===== config.mk =====
export PLATFORM = sky130hd
export DESIGN_NAME = cscan_disk_scheduler_flat
export DESIGN_NICKNAME = d
export VERILOG_FILES = /design/src/rtl/cscan_pkg.sv /design/src/rtl/cscan_if.sv /design/src/rtl/cscan_dp.sv /design/src/rtl/cscan_ctrl.sv /design/src/rtl/cscan_disk_scheduler.sv /design/src/flat_wrapper.sv
export SDC_FILE = /design/constraint.sdc
export NUM_CORES = 1
export LEC_CHECK = 0
export BUFFER_PORTS_ARGS = -buffer_cell sky130_fd_sc_hd__buf_2
export CAP_MARGIN = 40
export CORE_MARGIN = 2
export CORE_UTILIZATION = 40
export CTS_CLUSTER_DIAMETER = 150
export DETAILED_ROUTE_END_ITERATION = 8
export PLACE_DENSITY = 0.61
export SETUP_SLACK_MARGIN = 0.15
export SLEW_MARGIN = 20
export SYNTH_ARGS = -nofsm -noshare
export SYNTH_HDL_FRONTEND = slang
export SYNTH_SLANG_ARGS = --single-unit
export TNS_END_PERCENT = 30

===== constraint.sdc =====
create_clock -name clk_i -period 11.4 [get_ports clk_i]
set_input_delay 2.28 -clock clk_i [delete_from_list [all_inputs] [get_ports clk_i]]
set_output_delay 2.28 -clock clk_i [all_outputs]
set_load 0.05 [all_outputs]

===== src/rtl/cscan_pkg.sv =====
// ----------------------------------------------------------------------------
// cscan_pkg
// shared types for the c-scan scheduler: datapath commands and status
// ----------------------------------------------------------------------------
package cscan_pkg;

  typedef enum logic [3:0] {
    DP_NOP,
    DP_LOAD,
    DP_SHIFT,
    DP_PLACE,
    DP_SKIP,
    DP_EMIT_UP,
    DP_EMIT_END,
    DP_EMIT_JUMP,
    DP_EMIT_LO
  } dp_cmd_e;

  typedef struct packed {
    logic add_op;
    logic full;
    logic pos_zero;
    logic entry_gt;
    logic up_done;
    logic entry_below;
    logic lo_empty;
    logic lo_last;
    logic out_free;
  } dp_sts_t;

endpackage


===== src/rtl/cscan_if.sv =====
// ----------------------------------------------------------------------------
// cscan channel interfaces
// request, move and configuration channels, valid/ready handshake
// ----------------------------------------------------------------------------
interface cscan_req_if;
  logic        valid;
  logic        ready;
  logic        op;
  logic [15:0] cylinder;

  modport source (output valid, output op, output cylinder, input ready);
  modport sink   (input valid, input op, input cylinder, output ready);
endinterface

interface cscan_move_if;
  logic        valid;
  logic        ready;
  logic [15:0] from_cylinder;
  logic [15:0] to_cylinder;
  logic [15:0] distance;
  logic        is_jump;
  logic [17:0] total_seek;
  logic        last;

  modport source (output valid, output from_cylinder, output to_cylinder,
                  output distance, output is_jump, output total_seek,
                  output last, input ready);
  modport sink   (input valid, input from_cylinder, input to_cylinder,
                  input distance, input is_jump, input total_seek,
                  input last, output ready);
endinterface

interface cscan_cfg_if;
  logic        valid;
  logic        ready;
  logic [16:0] data;

  modport source (output valid, output data, input ready);
  modport sink   (input valid, input data, output ready);
endinterface


===== src/rtl/cscan_dp.sv =====
// ----------------------------------------------------------------------------
// cscan_dp
// request store, insertion walk, head/seek tracking and move output register
// ----------------------------------------------------------------------------
module cscan_dp #(
  parameter int unsigned MAX_REQUESTS = 32
) (
  input  logic                clk_i,
  input  logic                rst_ni,
  cscan_cfg_if.sink           cfg_i,
  cscan_req_if.sink           req_i,
  cscan_move_if.source        move_o,
  input  cscan_pkg::dp_cmd_e  cmd_i,
  output cscan_pkg::dp_sts_t  sts_o
);

  localparam int unsigned CntW  = $clog2(MAX_REQUESTS + 1);
  localparam int unsigned AddrW = (MAX_REQUESTS > 1) ? $clog2(MAX_REQUESTS) : 1;

  logic [16:0]     cfg_q;
  logic [CntW-1:0] count_q, count_d;
  logic [CntW-1:0] idx_q, idx_d;
  logic [CntW-1:0] lo_cnt_q, lo_cnt_d;
  logic [15:0]     cyl_q, cyl_d;
  logic [15:0]     head_q, head_d;
  logic [17:0]     total_q, total_d;
  logic            out_valid_q, out_valid_d;
  logic [15:0]     from_q, to_q, dist_q;
  logic            jump_q, last_q;
  logic [17:0]     seek_q;

  logic [15:0]     mem_q [MAX_REQUESTS];
  logic [15:0]     rdata_q;
  logic            rd_en, wr_en;
  logic [CntW-1:0] rd_idx;
  logic [15:0]     wr_data;

  logic [15:0]     lastc, req_cyl, entry;
  logic            emit, out_free, lo_last;
  logic [15:0]     mv_to, mv_dist;
  logic            mv_jump, mv_last;
  logic [17:0]     mv_total;

  // last cylinder from the disk size, out-of-range sizes saturate
  always_comb begin
    if (cfg_q == 17'd0) begin
      lastc = 16'd0;
    end else if (cfg_q[16]) begin
      lastc = 16'hFFFF;
    end else begin
      lastc = cfg_q[15:0] - 16'd1;
    end
  end

  assign req_cyl  = (req_i.cylinder > lastc) ? lastc : req_i.cylinder;
  assign entry    = (rdata_q > lastc) ? lastc : rdata_q;
  assign out_free = !out_valid_q || move_o.ready;
  assign lo_last  = ((idx_q + CntW'(1)) == lo_cnt_q);

  assign cfg_i.ready = 1'b1;

  always_ff @(posedge clk_i or negedge rst_ni) begin
    if (!rst_ni) begin
      cfg_q <= 17'h10000;
    end else if (cfg_i.valid) begin
      cfg_q <= cfg_i.data;
    end
  end

  // status to the controller
  always_comb begin
    sts_o.add_op      = !req_i.op;
    sts_o.full        = (count_q == CntW'(MAX_REQUESTS));
    sts_o.pos_zero    = (idx_q == '0);
    sts_o.entry_gt    = (rdata_q > cyl_q);
    sts_o.up_done     = (idx_q == count_q);
    sts_o.entry_below = (entry < cyl_q);
    sts_o.lo_empty    = (lo_cnt_q == '0);
    sts_o.lo_last     = lo_last;
    sts_o.out_free    = out_free;
  end

  always_comb begin
    count_d  = count_q;
    idx_d    = idx_q;
    lo_cnt_d = lo_cnt_q;
    cyl_d    = cyl_q;
    head_d   = head_q;
    total_d  = total_q;
    rd_en    = 1'b0;
    rd_idx   = idx_q + CntW'(1);
    wr_en    = 1'b0;
    wr_data  = cyl_q;
    emit     = 1'b0;
    mv_to    = entry;
    mv_jump  = 1'b0;
    mv_last  = 1'b0;
    unique case (cmd_i)
      cscan_pkg::DP_LOAD: begin
        cyl_d    = req_cyl;
        head_d   = req_cyl;
        total_d  = '0;
        lo_cnt_d = '0;
        rd_en    = 1'b1;
        if (!req_i.op) begin
          idx_d  = count_q;
          rd_idx = count_q - CntW'(1);
        end else begin
          idx_d  = '0;
          rd_idx = '0;
        end
      end
      cscan_pkg::DP_SHIFT: begin
        wr_en   = 1'b1;
        wr_data = rdata_q;
        idx_d   = idx_q - CntW'(1);
        rd_en   = 1'b1;
        rd_idx  = idx_q - CntW'(2);
      end
      cscan_pkg::DP_PLACE: begin
        wr_en   = 1'b1;
        count_d = count_q + CntW'(1);
      end
      cscan_pkg::DP_SKIP: begin
        idx_d    = idx_q + CntW'(1);
        lo_cnt_d = lo_cnt_q + CntW'(1);
        rd_en    = 1'b1;
      end
      cscan_pkg::DP_EMIT_UP: begin
        emit  = 1'b1;
        idx_d = idx_q + CntW'(1);
        rd_en = 1'b1;
      end
      cscan_pkg::DP_EMIT_END: begin
        emit  = 1'b1;
        mv_to = lastc;
      end
      cscan_pkg::DP_EMIT_JUMP: begin
        emit    = 1'b1;
        mv_to   = 16'd0;
        mv_jump = 1'b1;
        mv_last = (lo_cnt_q == '0);
        idx_d   = '0;
        rd_en   = 1'b1;
        rd_idx  = '0;
        if (lo_cnt_q == '0) begin
          count_d = '0;
        end
      end
      cscan_pkg::DP_EMIT_LO: begin
        emit    = 1'b1;
        mv_last = lo_last;
        idx_d   = idx_q + CntW'(1);
        rd_en   = 1'b1;
        if (lo_last) begin
          count_d = '0;
        end
      end
      default: begin
      end
    endcase
    mv_dist  = mv_jump ? lastc : (mv_to - head_q);
    mv_total = total_q + 18'(mv_dist);
    if (emit) begin
      head_d  = mv_to;
      total_d = mv_total;
    end
    out_valid_d = emit ? 1'b1 : (move_o.ready ? 1'b0 : out_valid_q);
  end

  // request store
  always_ff @(posedge clk_i) begin
    if (wr_en) begin
      mem_q[idx_q[AddrW-1:0]] <= wr_data;
    end
    if (rd_en) begin
      rdata_q <= mem_q[rd_idx[AddrW-1:0]];
    end
  end

  always_ff @(posedge clk_i or negedge rst_ni) begin
    if (!rst_ni) begin
      count_q     <= '0;
      out_valid_q <= 1'b0;
    end else begin
      count_q     <= count_d;
      out_valid_q <= out_valid_d;
    end
  end

  always_ff @(posedge clk_i) begin
    idx_q    <= idx_d;
    lo_cnt_q <= lo_cnt_d;
    cyl_q    <= cyl_d;
    head_q   <= head_d;
    total_q  <= total_d;
    if (emit) begin
      from_q <= head_q;
      to_q   <= mv_to;
      dist_q <= mv_dist;
      jump_q <= mv_jump;
      last_q <= mv_last;
      seek_q <= mv_total;
    end
  end

  assign move_o.valid         = out_valid_q;
  assign move_o.from_cylinder = from_q;
  assign move_o.to_cylinder   = to_q;
  assign move_o.distance      = dist_q;
  assign move_o.is_jump       = jump_q;
  assign move_o.total_seek    = seek_q;
  assign move_o.last          = last_q;

endmodule


===== src/rtl/cscan_ctrl.sv =====
// ----------------------------------------------------------------------------
// cscan_ctrl
// sequencer for request insertion and the c-scan service passes
// ----------------------------------------------------------------------------
module cscan_ctrl (
  input  logic                clk_i,
  input  logic                rst_ni,
  input  logic                req_valid_i,
  output logic                req_ready_o,
  input  cscan_pkg::dp_sts_t  sts_i,
  output cscan_pkg::dp_cmd_e  cmd_o
);

  typedef enum logic [2:0] {
    ST_IDLE,
    ST_INS,
    ST_UP,
    ST_END,
    ST_JUMP,
    ST_LO
  } state_e;

  state_e state_q, state_d;
  logic   ready_q;

  always_comb begin
    state_d = state_q;
    cmd_o   = cscan_pkg::DP_NOP;
    unique case (state_q)
      ST_IDLE: begin
        if (req_valid_i && ready_q) begin
          cmd_o = cscan_pkg::DP_LOAD;
          if (sts_i.add_op) begin
            state_d = sts_i.full ? ST_IDLE : ST_INS;
          end else begin
            state_d = ST_UP;
          end
        end
      end
      ST_INS: begin
        if (sts_i.pos_zero || !sts_i.entry_gt) begin
          cmd_o   = cscan_pkg::DP_PLACE;
          state_d = ST_IDLE;
        end else begin
          cmd_o = cscan_pkg::DP_SHIFT;
        end
      end
      ST_UP: begin
        if (sts_i.up_done) begin
          state_d = ST_END;
        end else if (sts_i.entry_below) begin
          cmd_o = cscan_pkg::DP_SKIP;
        end else if (sts_i.out_free) begin
          cmd_o = cscan_pkg::DP_EMIT_UP;
        end
      end
      ST_END: begin
        if (sts_i.out_free) begin
          cmd_o   = cscan_pkg::DP_EMIT_END;
          state_d = ST_JUMP;
        end
      end
      ST_JUMP: begin
        if (sts_i.out_free) begin
          cmd_o   = cscan_pkg::DP_EMIT_JUMP;
          state_d = sts_i.lo_empty ? ST_IDLE : ST_LO;
        end
      end
      ST_LO: begin
        if (sts_i.out_free) begin
          cmd_o = cscan_pkg::DP_EMIT_LO;
          if (sts_i.lo_last) begin
            state_d = ST_IDLE;
          end
        end
      end
      default: begin
        state_d = ST_IDLE;
      end
    endcase
  end

  always_ff @(posedge clk_i or negedge rst_ni) begin
    if (!rst_ni) begin
      state_q <= ST_IDLE;
      ready_q <= 1'b1;
    end else begin
      state_q <= state_d;
      ready_q <= (state_d == ST_IDLE);
    end
  end

  assign req_ready_o = ready_q;

endmodule


===== src/rtl/cscan_disk_scheduler.sv =====
// ----------------------------------------------------------------------------
// cscan_disk_scheduler
// An add request loads the new cylinder and then walks the sorted store from
// the top, shifting up each stored request above the new one, one entry per
// cycle through the single write and registered read port of the store, and
// then places the new request. An add to a full store is dropped. A run
// request makes an upward pass that visits every stored entry at one entry a
// cycle while the output register is free (entries below the head are skipped
// and never wait), then finishes with a step that emits no move; the end move
// and the wrap jump follow, and the lower pass visits only the stored requests
// below the head. Every move waits for the output register to be free.
// Requests are taken only while the sequencer is idle; a finished move may
// still sit in the output register while the next request is accepted.
// ----------------------------------------------------------------------------
module cscan_disk_scheduler #(
  parameter int unsigned MAX_REQUESTS = 32
) (
  input  logic          clk_i,
  input  logic          rst_ni,
  cscan_cfg_if.sink     cfg_i,
  cscan_req_if.sink     req_i,
  cscan_move_if.source  move_o
);

  cscan_pkg::dp_cmd_e cmd;
  cscan_pkg::dp_sts_t sts;
  logic               req_ready;

  assign req_i.ready = req_ready;

  cscan_ctrl u_ctrl (
    .clk_i       (clk_i),
    .rst_ni      (rst_ni),
    .req_valid_i (req_i.valid),
    .req_ready_o (req_ready),
    .sts_i       (sts),
    .cmd_o       (cmd)
  );

  cscan_dp #(
    .MAX_REQUESTS (MAX_REQUESTS)
  ) u_dp (
    .clk_i  (clk_i),
    .rst_ni (rst_ni),
    .cfg_i  (cfg_i),
    .req_i  (req_i),
    .move_o (move_o),
    .cmd_i  (cmd),
    .sts_o  (sts)
  );

endmodule

===== src/flat_wrapper.sv =====
// flat-port wrapper written by rule: the top's interface ports become plain ports
module cscan_disk_scheduler_flat 
#(
  parameter int unsigned MAX_REQUESTS = 32
)
  (clk_i, rst_ni, cfg_i_valid, cfg_i_data, cfg_i_ready, req_i_valid, req_i_op, req_i_cylinder, req_i_ready, move_o_valid, move_o_from_cylinder, move_o_to_cylinder, move_o_distance, move_o_is_jump, move_o_total_seek, move_o_last, move_o_ready);
  cscan_cfg_if cfg_i_i ();
  cscan_req_if req_i_i ();
  cscan_move_if move_o_i ();
  input  logic clk_i;
  input  logic rst_ni;
  input wire logic [$bits(cfg_i_i.valid)-1:0] cfg_i_valid;
  input wire logic [$bits(cfg_i_i.data)-1:0] cfg_i_data;
  output wire logic [$bits(cfg_i_i.ready)-1:0] cfg_i_ready;
  input wire logic [$bits(req_i_i.valid)-1:0] req_i_valid;
  input wire logic [$bits(req_i_i.op)-1:0] req_i_op;
  input wire logic [$bits(req_i_i.cylinder)-1:0] req_i_cylinder;
  output wire logic [$bits(req_i_i.ready)-1:0] req_i_ready;
  output wire logic [$bits(move_o_i.valid)-1:0] move_o_valid;
  output wire logic [$bits(move_o_i.from_cylinder)-1:0] move_o_from_cylinder;
  output wire logic [$bits(move_o_i.to_cylinder)-1:0] move_o_to_cylinder;
  output wire logic [$bits(move_o_i.distance)-1:0] move_o_distance;
  output wire logic [$bits(move_o_i.is_jump)-1:0] move_o_is_jump;
  output wire logic [$bits(move_o_i.total_seek)-1:0] move_o_total_seek;
  output wire logic [$bits(move_o_i.last)-1:0] move_o_last;
  input wire logic [$bits(move_o_i.ready)-1:0] move_o_ready;
  assign cfg_i_i.valid = cfg_i_valid;
  assign cfg_i_i.data = cfg_i_data;
  assign cfg_i_ready = cfg_i_i.ready;
  assign req_i_i.valid = req_i_valid;
  assign req_i_i.op = req_i_op;
  assign req_i_i.cylinder = req_i_cylinder;
  assign req_i_ready = req_i_i.ready;
  assign move_o_valid = move_o_i.valid;
  assign move_o_from_cylinder = move_o_i.from_cylinder;
  assign move_o_to_cylinder = move_o_i.to_cylinder;
  assign move_o_distance = move_o_i.distance;
  assign move_o_is_jump = move_o_i.is_jump;
  assign move_o_total_seek = move_o_i.total_seek;
  assign move_o_last = move_o_i.last;
  assign move_o_i.ready = move_o_ready;
  cscan_disk_scheduler #(.MAX_REQUESTS(MAX_REQUESTS)) u_core (.clk_i(clk_i), .rst_ni(rst_ni), .cfg_i(cfg_i_i), .req_i(req_i_i), .move_o(move_o_i));
endmodule

* Word level (Yosys, flattened, before mapping) *
Memory sizes are Yosys's and may differ from the RTL's. A register that Yosys moved wholly into a read port is not among the register bits.
Index checks and enable logic that the tools add are counted.

storage, ports and cells
  register bits = 158
  bits in writable memories = 512
  input port bits = 39
  memories = 1

cells by class
  $add $sub $neg = 9
  order comparisons = 4
  eq/ne operators = 18
  multiplexer cells = 48
  reductions and logical operators = 20

memories
  memory             words  bits a word  rd ports  clocked after Yosys merged registers in  write ports  RTL line        RTL
  u_core.u_dp.mem_q  32     16           1         1                                        1            cscan_dp.sv:32  logic [15:0] mem_q [MAX_REQUESTS];

operators with widths
  cell                                                count
  two-way mux 16 bit                                  8
  > comparator 16 bit                                 3
  two-way mux 3 bit                                   13
  two-way mux 18 bit                                  2
  case mux 16 bit (2 select lines)                    1
  case mux 4 bit (6 select lines)                     1
  case mux 6 bit (4 select lines)                     1
  adder 18 x 16 -> 18 bit                             1
  adder 6 x 1 -> 6 bit, second input constant         3
  two-way mux 6 bit                                   3
  case mux 3 bit (6 select lines)                     1
  case mux 6 bit (3 select lines)                     1
  zero test 17 bit                                    1
  == test 4 x 3 -> 1 bit, second input constant       4
  < comparator 16 bit                                 1
  subtractor 16 x 1 -> 16 bit, second input constant  1
  subtractor 16 bit                                   1
  case mux 5 bit (3 select lines)                     1
  == test 6 bit                                       2
  zero test 6 bit                                     2
  case mux 6 bit (2 select lines)                     1
  two-way mux 1 bit                                   11
  == test 4 x 2 -> 1 bit, second input constant       2
  == test 3 x 2 -> 1 bit, second input constant       2
  26 further kinds                                    32

* Longest topological paths before layout *
  word-level depth = 15
  depth in mapped cells = 39

* Worst setup path after synthesis *
Ideal clock, no wire load.

  path kind = register -> register
  from = register u_core.u_dp.cfg_q[0]
  to = register u_core.u_dp.total_q[17] (data pin)
  setup time = 260 ps
  data arrival time = 7634 ps
  setup slack = 3507 ps
  cell stages (with the launch flop) = 36
  clock period less this slack = 7893 ps
  path through = dfrtp_1 > inv_1 > ha_1 > or4b_2 > or3_1 > o21a_1 > a311oi_1 > ha_1 > nand4_1 > nor4_1 > a21o_1 > o21ai_0 > clkbuf_1 > nor2_1 > a31oi_1 > a2bb2oi_1 > ha_1 > fa_1 > nor2b_1 > o21ai_0 > a21boi_0 > o21a_1 > o21ai_0 > a21oi_1 > a21o_1 > a211oi_1 > o22ai_1 > ha_1 > or2_2 > a21oi_1 > a21oi_1 > a41o_1 > o21a_1 > o21ai_0 > xnor2_1 > nor2b_1

on the way
  word-level cells in the longest chain between the ends = 15
  elaborated cells between the ends (all ways) = 22

ends and longest elaborated chain
  item                              RTL line          RTL
  start: declaration                cscan_dp.sv:20    logic [16:0] cfg_q;
  start signal: assignment          cscan_dp.sv:66    cfg_q <= cfg_i.data;
  subtractor 16 x 1 -> 16 bit       cscan_dp.sv:51    lastc = cfg_q[15:0] - 16'd1;
  two-way mux 16 bit                cscan_dp.sv:48    end else if (cfg_q[16]) begin
  two-way mux 16 bit *              cscan_dp.sv:46    if (cfg_q == 17'd0) begin
  > comparator 16 bit               cscan_dp.sv:56    assign entry = (rdata_q > lastc) ? lastc : rdata_q;
  two-way mux 16 bit                cscan_dp.sv:56
  < comparator 16 bit               cscan_dp.sv:77    sts_o.entry_below = (entry < cyl_q);
  two-way mux 3 bit                 cscan_ctrl.sv:51  end else if (sts_i.entry_below) begin
  two-way mux 3 bit                 cscan_ctrl.sv:49  if (sts_i.up_done) begin
  case mux 4 bit (6 select lines)   cscan_ctrl.sv:29  unique case (state_q)
  == test 4 x 3 -> 1 bit            cscan_dp.sv:98    unique case (cmd_i)
  case mux 16 bit (2 select lines)  cscan_dp.sv:98
  subtractor 16 bit                 cscan_dp.sv:162   mv_dist = mv_jump ? lastc : (mv_to - head_q);
  two-way mux 16 bit *              cscan_dp.sv:162
  via u_core.u_dp.mv_dist[10]       cscan_dp.sv:40    logic [15:0] mv_to, mv_dist;
  adder 18 x 16 -> 18 bit *         cscan_dp.sv:163   mv_total = total_q + 18'(mv_dist);
  via u_core.u_dp.mv_total[17]      cscan_dp.sv:42    logic [17:0] mv_total;
  two-way mux 18 bit *              cscan_dp.sv:164   if (emit) begin
  end signal: assignment            cscan_dp.sv:196   total_q <= total_d;
  end: declaration                  cscan_dp.sv:26    logic [17:0] total_q, total_d;

Mark *: on every way through the listed nets, which the timed path passes. The rest lies on a longest branch.
A chain may end at the register's enable or synchronous reset.

* Worst setup path in the final report *
  from = register u_core.u_dp.cfg_q[0]
  to = register u_core.u_dp.total_q[17] (data pin)

on the way
  word-level cells in the longest chain between the ends = 15
  elaborated cells between the ends (all ways) = 22

ends and longest elaborated chain
  item                                RTL line
  subtractor 16 x 1 -> 16 bit         cscan_dp.sv:51
  two-way mux 16 bit                  cscan_dp.sv:48
  two-way mux 16 bit *                cscan_dp.sv:46
  > comparator 16 bit                 cscan_dp.sv:56
  two-way mux 16 bit                  cscan_dp.sv:56
  < comparator 16 bit                 cscan_dp.sv:77
  two-way mux 3 bit                   cscan_ctrl.sv:51
  two-way mux 3 bit                   cscan_ctrl.sv:49
  [... 2 more ...]                    n/a
  case mux 16 bit (2 select lines) *  cscan_dp.sv:98
  via u_core.u_dp.mv_to[1]            cscan_dp.sv:40
  subtractor 16 bit *                 cscan_dp.sv:162
  two-way mux 16 bit *                cscan_dp.sv:162
  via u_core.u_dp.mv_dist[15]         cscan_dp.sv:40
  adder 18 x 16 -> 18 bit *           cscan_dp.sv:163
  via u_core.u_dp.mv_total[17]        cscan_dp.sv:42
  two-way mux 18 bit *                cscan_dp.sv:164

Marked as above.

==> run metrics <==
largest net degree at the start of global routing=151; initial antenna violation count=0; synthesized instance count=2,515; Post-synth EDFFs=658; ANT nets after route=0; Critical Path Most Common Cell=ha_1; Routed WL=about 84,000 um; fin. max-slew vios=0; WS Path Type=reg2reg; setup TNS=0 ps; Post-synth ARST share=4.08%; H-Tree Level Count=3; Wirelength per Cell=22.3 um; most common cell after layout, fill and taps aside=edfxtp_1; multiplexer area fraction after synthesis=5.00%; IO Pins=110; share of post-route cells with drive strength above 1=between 10% and 20%; DRC viols=0; RSZ-0062 raised after global routing=false; GP Congestion=0.866; CTS tree=yes; post-CTS sizing=0; Worst Hold Class=reg2reg; GRT Resource Usage Total=20.1%; simple-gate share of the synthesized area=11.8%; Clock Path Buffers=3; detailed placement HPWL=54,300 um; Mapped Area=0.0317 mm2; Adder-Cell Fraction of Synth Area=4.34%; outcome=complete, no violations; Synthesized Nets=roughly 2,700; Hold Buf Count CTS=0; Arrival @ worst endpoint=9310 ps; Pre-antenna DRT Iters=8; # diodes=0; Yosys cell types=between 70 and 80; Max Clock Freq=between 100 and 150 MHz; endpoint type of the worst setup path=flop; global route overflow=0; Tcrit/Tclk final=78.1%; Slew HR=between 40% and 50%; Final Hold Vio Count=0; vias in the first global route=20,100; Crit path required time=between 10,000 and 15,000 ps; first-pass GRT wire length=125,000 um; sequential area share after synthesis=64.4%; Setup crit start kind=flop; Avg Vias per Cell=~5.5; crit-path max cell delay=730 ps; multi-input combinational cell area=0.0104 mm2; cts bufs inserted=76; clock period minus worst slack=a little under 9000 ps; initial core utilization=40.3%; most frequent cells in the layout=658 x edfxtp_1, 384 x nand2_1, 153 x nor2_1; clock skew=63.4 ps; CTS sink cnt=686; FP Rows=103; slowest CP cell=a2111oi_0; port buffer count=roughly 110; CTS clock-pin slew for the worst setup and hold paths=roughly 60 ps; DIE WIDTH=around 290 um; synth-to-layout area growth=14.0%; Synth Area in Compound Gates=9.77%; # fillers=6,946; Synth Register Bits=686; Reg area=0.0205 mm2; Root Buffer=clkbuf_16; Final nets=2,791; Synth Area per Inst=12.6 um2; drt initial violations=approximately 1,700; Least-Margin Pin Slew=between 800 and 900 ps; Critical Path Fanout Max=10; Die Height=286 um; Die ar.=0.0816 mm2; Synthesis Warnings=0; max-cap violation count=0; # setup viols final=0; Via Count=around 20,000; setup bufs post-CTS=0; top_reg_cell synth=edfxtp_1; core box area=~0.079 mm2; worst skew pair latency=between 600 and 700 ps; Post-Synth XOR/XNOR Area=1.66%; largest family of logic cells by synthesized area=simple AND/OR/NAND/NOR gates
area by class of cell:
type | instances | share of cell area (%)
flip-flops and latches | 686 | 56.5
multi-input cells | 1611 | 28.8
clock buffers | 97 | 5.58
well taps | 1050 | 3.63
repair buffers | 173 | 3.35
clock inverters | 41 | 1.17
inverters | 95 | 0.985
Yosys cell counts, types with 4 or more instances:
master	number	area share (%)
edfxtp_1	658	62
nand2_1	385	4.6
nor2_1	166	2.0
ha_1	107	4.2
mux2i_1	98	3.1
inv_1	95	1.1
o21ai_0	91	1.4
nand3_1	76	1.2
a21oi_1	72	1.1
clkbuf_1	58	0.69
a211oi_1	57	1.3
mux2_2	54	1.9
nor2b_1	45	0.89
buf_2	43	0.68
a21o_1	35	0.83
xnor2_1	35	0.97
nor3_1	31	0.49
nand4_1	28	0.55
or3_1	28	0.55
dfrtp_1	26	2.0
xor2_1	25	0.69
and3_1	24	0.47
o21a_1	22	0.52
a31oi_1	21	0.41
and2_1	21	0.41
o211ai_1	21	0.50
a22oi_1	19	0.45
o22ai_1	19	0.37
a32oi_1	16	0.44
o2bb2ai_1	16	0.44
o32ai_1	16	0.44
buf_1	10	0.12
buf_4	9	0.21
nand2b_1	6	0.12
nor4_1	6	0.12
a2111oi_0	5	0.14
o31ai_1	5	0.12
a21boi_0	4	0.095
nor2_2	4	0.079
or4_1	4	0.095
cell families after synthesis:
logic type,count (synthesis)
simple gates,837
flops,686
compound gates,452
buf+inv,218
mux,152
fa+ha+maj,109
xor+xnor,60
other cells,1
sequential cells by signal, indices dropped and copies added, names as in the netlist, 3 cells and up:
| signal | count |
|---|---|
| u_core.u_ctrl.state_q | 3 |
| u_core.u_dp.cfg_q | 17 |
| u_core.u_dp.count_q | 6 |
| u_core.u_dp.cyl_q | 16 |
| u_core.u_dp.head_q | 16 |
| u_core.u_dp.idx_q | 6 |
| u_core.u_dp.lo_cnt_q | 6 |
| u_core.u_dp.mem_q | 512 |
| u_core.u_dp.move_o.distance | 16 |
| u_core.u_dp.move_o.from_cylinder | 16 |
| u_core.u_dp.move_o.to_cylinder | 16 |
| u_core.u_dp.move_o.total_seek | 18 |
| u_core.u_dp.rdata_q | 16 |
| u_core.u_dp.total_q | 18 |
per-layer routing:
layer	up-vias	global-route usage (%)	wire (um)	part of all wire (%)
met1	10100	26.4	35600	43
met3	170	3.02	4670	5.6
met4	0	7.71	3000	3.6
met2	686	33.8	40300	48
li1	9623	-	-	-
met5	-	0	0	0
stage by stage:
| step | setup WS (ps) | hold slack (ps) | cells | util (%) | instance area [um2] |
|---|---|---|---|---|---|
| finish | 2500 | 434 | 3753 | 46.0 | 36200 |
| global route | 1870 | 437 | 3753 | 46.0 | 36200 |
| CTS | 2590 | 419 | 3748 | 45.9 | 36100 |
| detailed placement | 2540 | 444 | 3610 | 42.7 | 33700 |
| global placement | 2070 | 444 | 3590 | 42.4 | 33400 |
| floorplan | 3510 | 426 | 2515 | - | 31700 |
critical path, delay by kind of cell (launching register included):
family	cells	cell delay [ps]
adders and majority gates	3	990
DFF	1	410
buffers and inverters	2	340
xor gates and xnor gates	2	310
AOI/OAI and AO/OA	14	3780
and+or+nand+nor	10	2860
worst paths after layout:
path | from | endpoint | slack [ps] | cells past startpoint
min in group asynchronous | rst_ni | u_core.u_dp.count_q[1]$_DFFE_PN0P_ | 1700 | 1
max in group asynchronous | rst_ni | u_core.u_ctrl.state_q[0]$_DFF_PN0_ | 9260 | 1
max reg2reg | u_core.u_dp.cfg_q[0]$_DFFE_PN0P_ | u_core.u_dp.total_q[17]$_SDFFCE_PN0P_ | 2500 | 31
min reg2reg | u_core.u_dp.head_q[10]$_DFFE_PP_ | u_core.u_dp.move_o.from_cylinder[10]$_DFFE_PP_ | 430 | 0
min | u_core.u_dp.head_q[10]$_DFFE_PP_ | u_core.u_dp.move_o.from_cylinder[10]$_DFFE_PP_ | 430 | 0
max | u_core.u_dp.cfg_q[0]$_DFFE_PN0P_ | u_core.u_dp.total_q[17]$_SDFFCE_PN0P_ | 2500 | 31
Power is left out: the tool's default activity adds up to more than one toggle a clock period on the data nets, which glitch-free logic cannot reach.
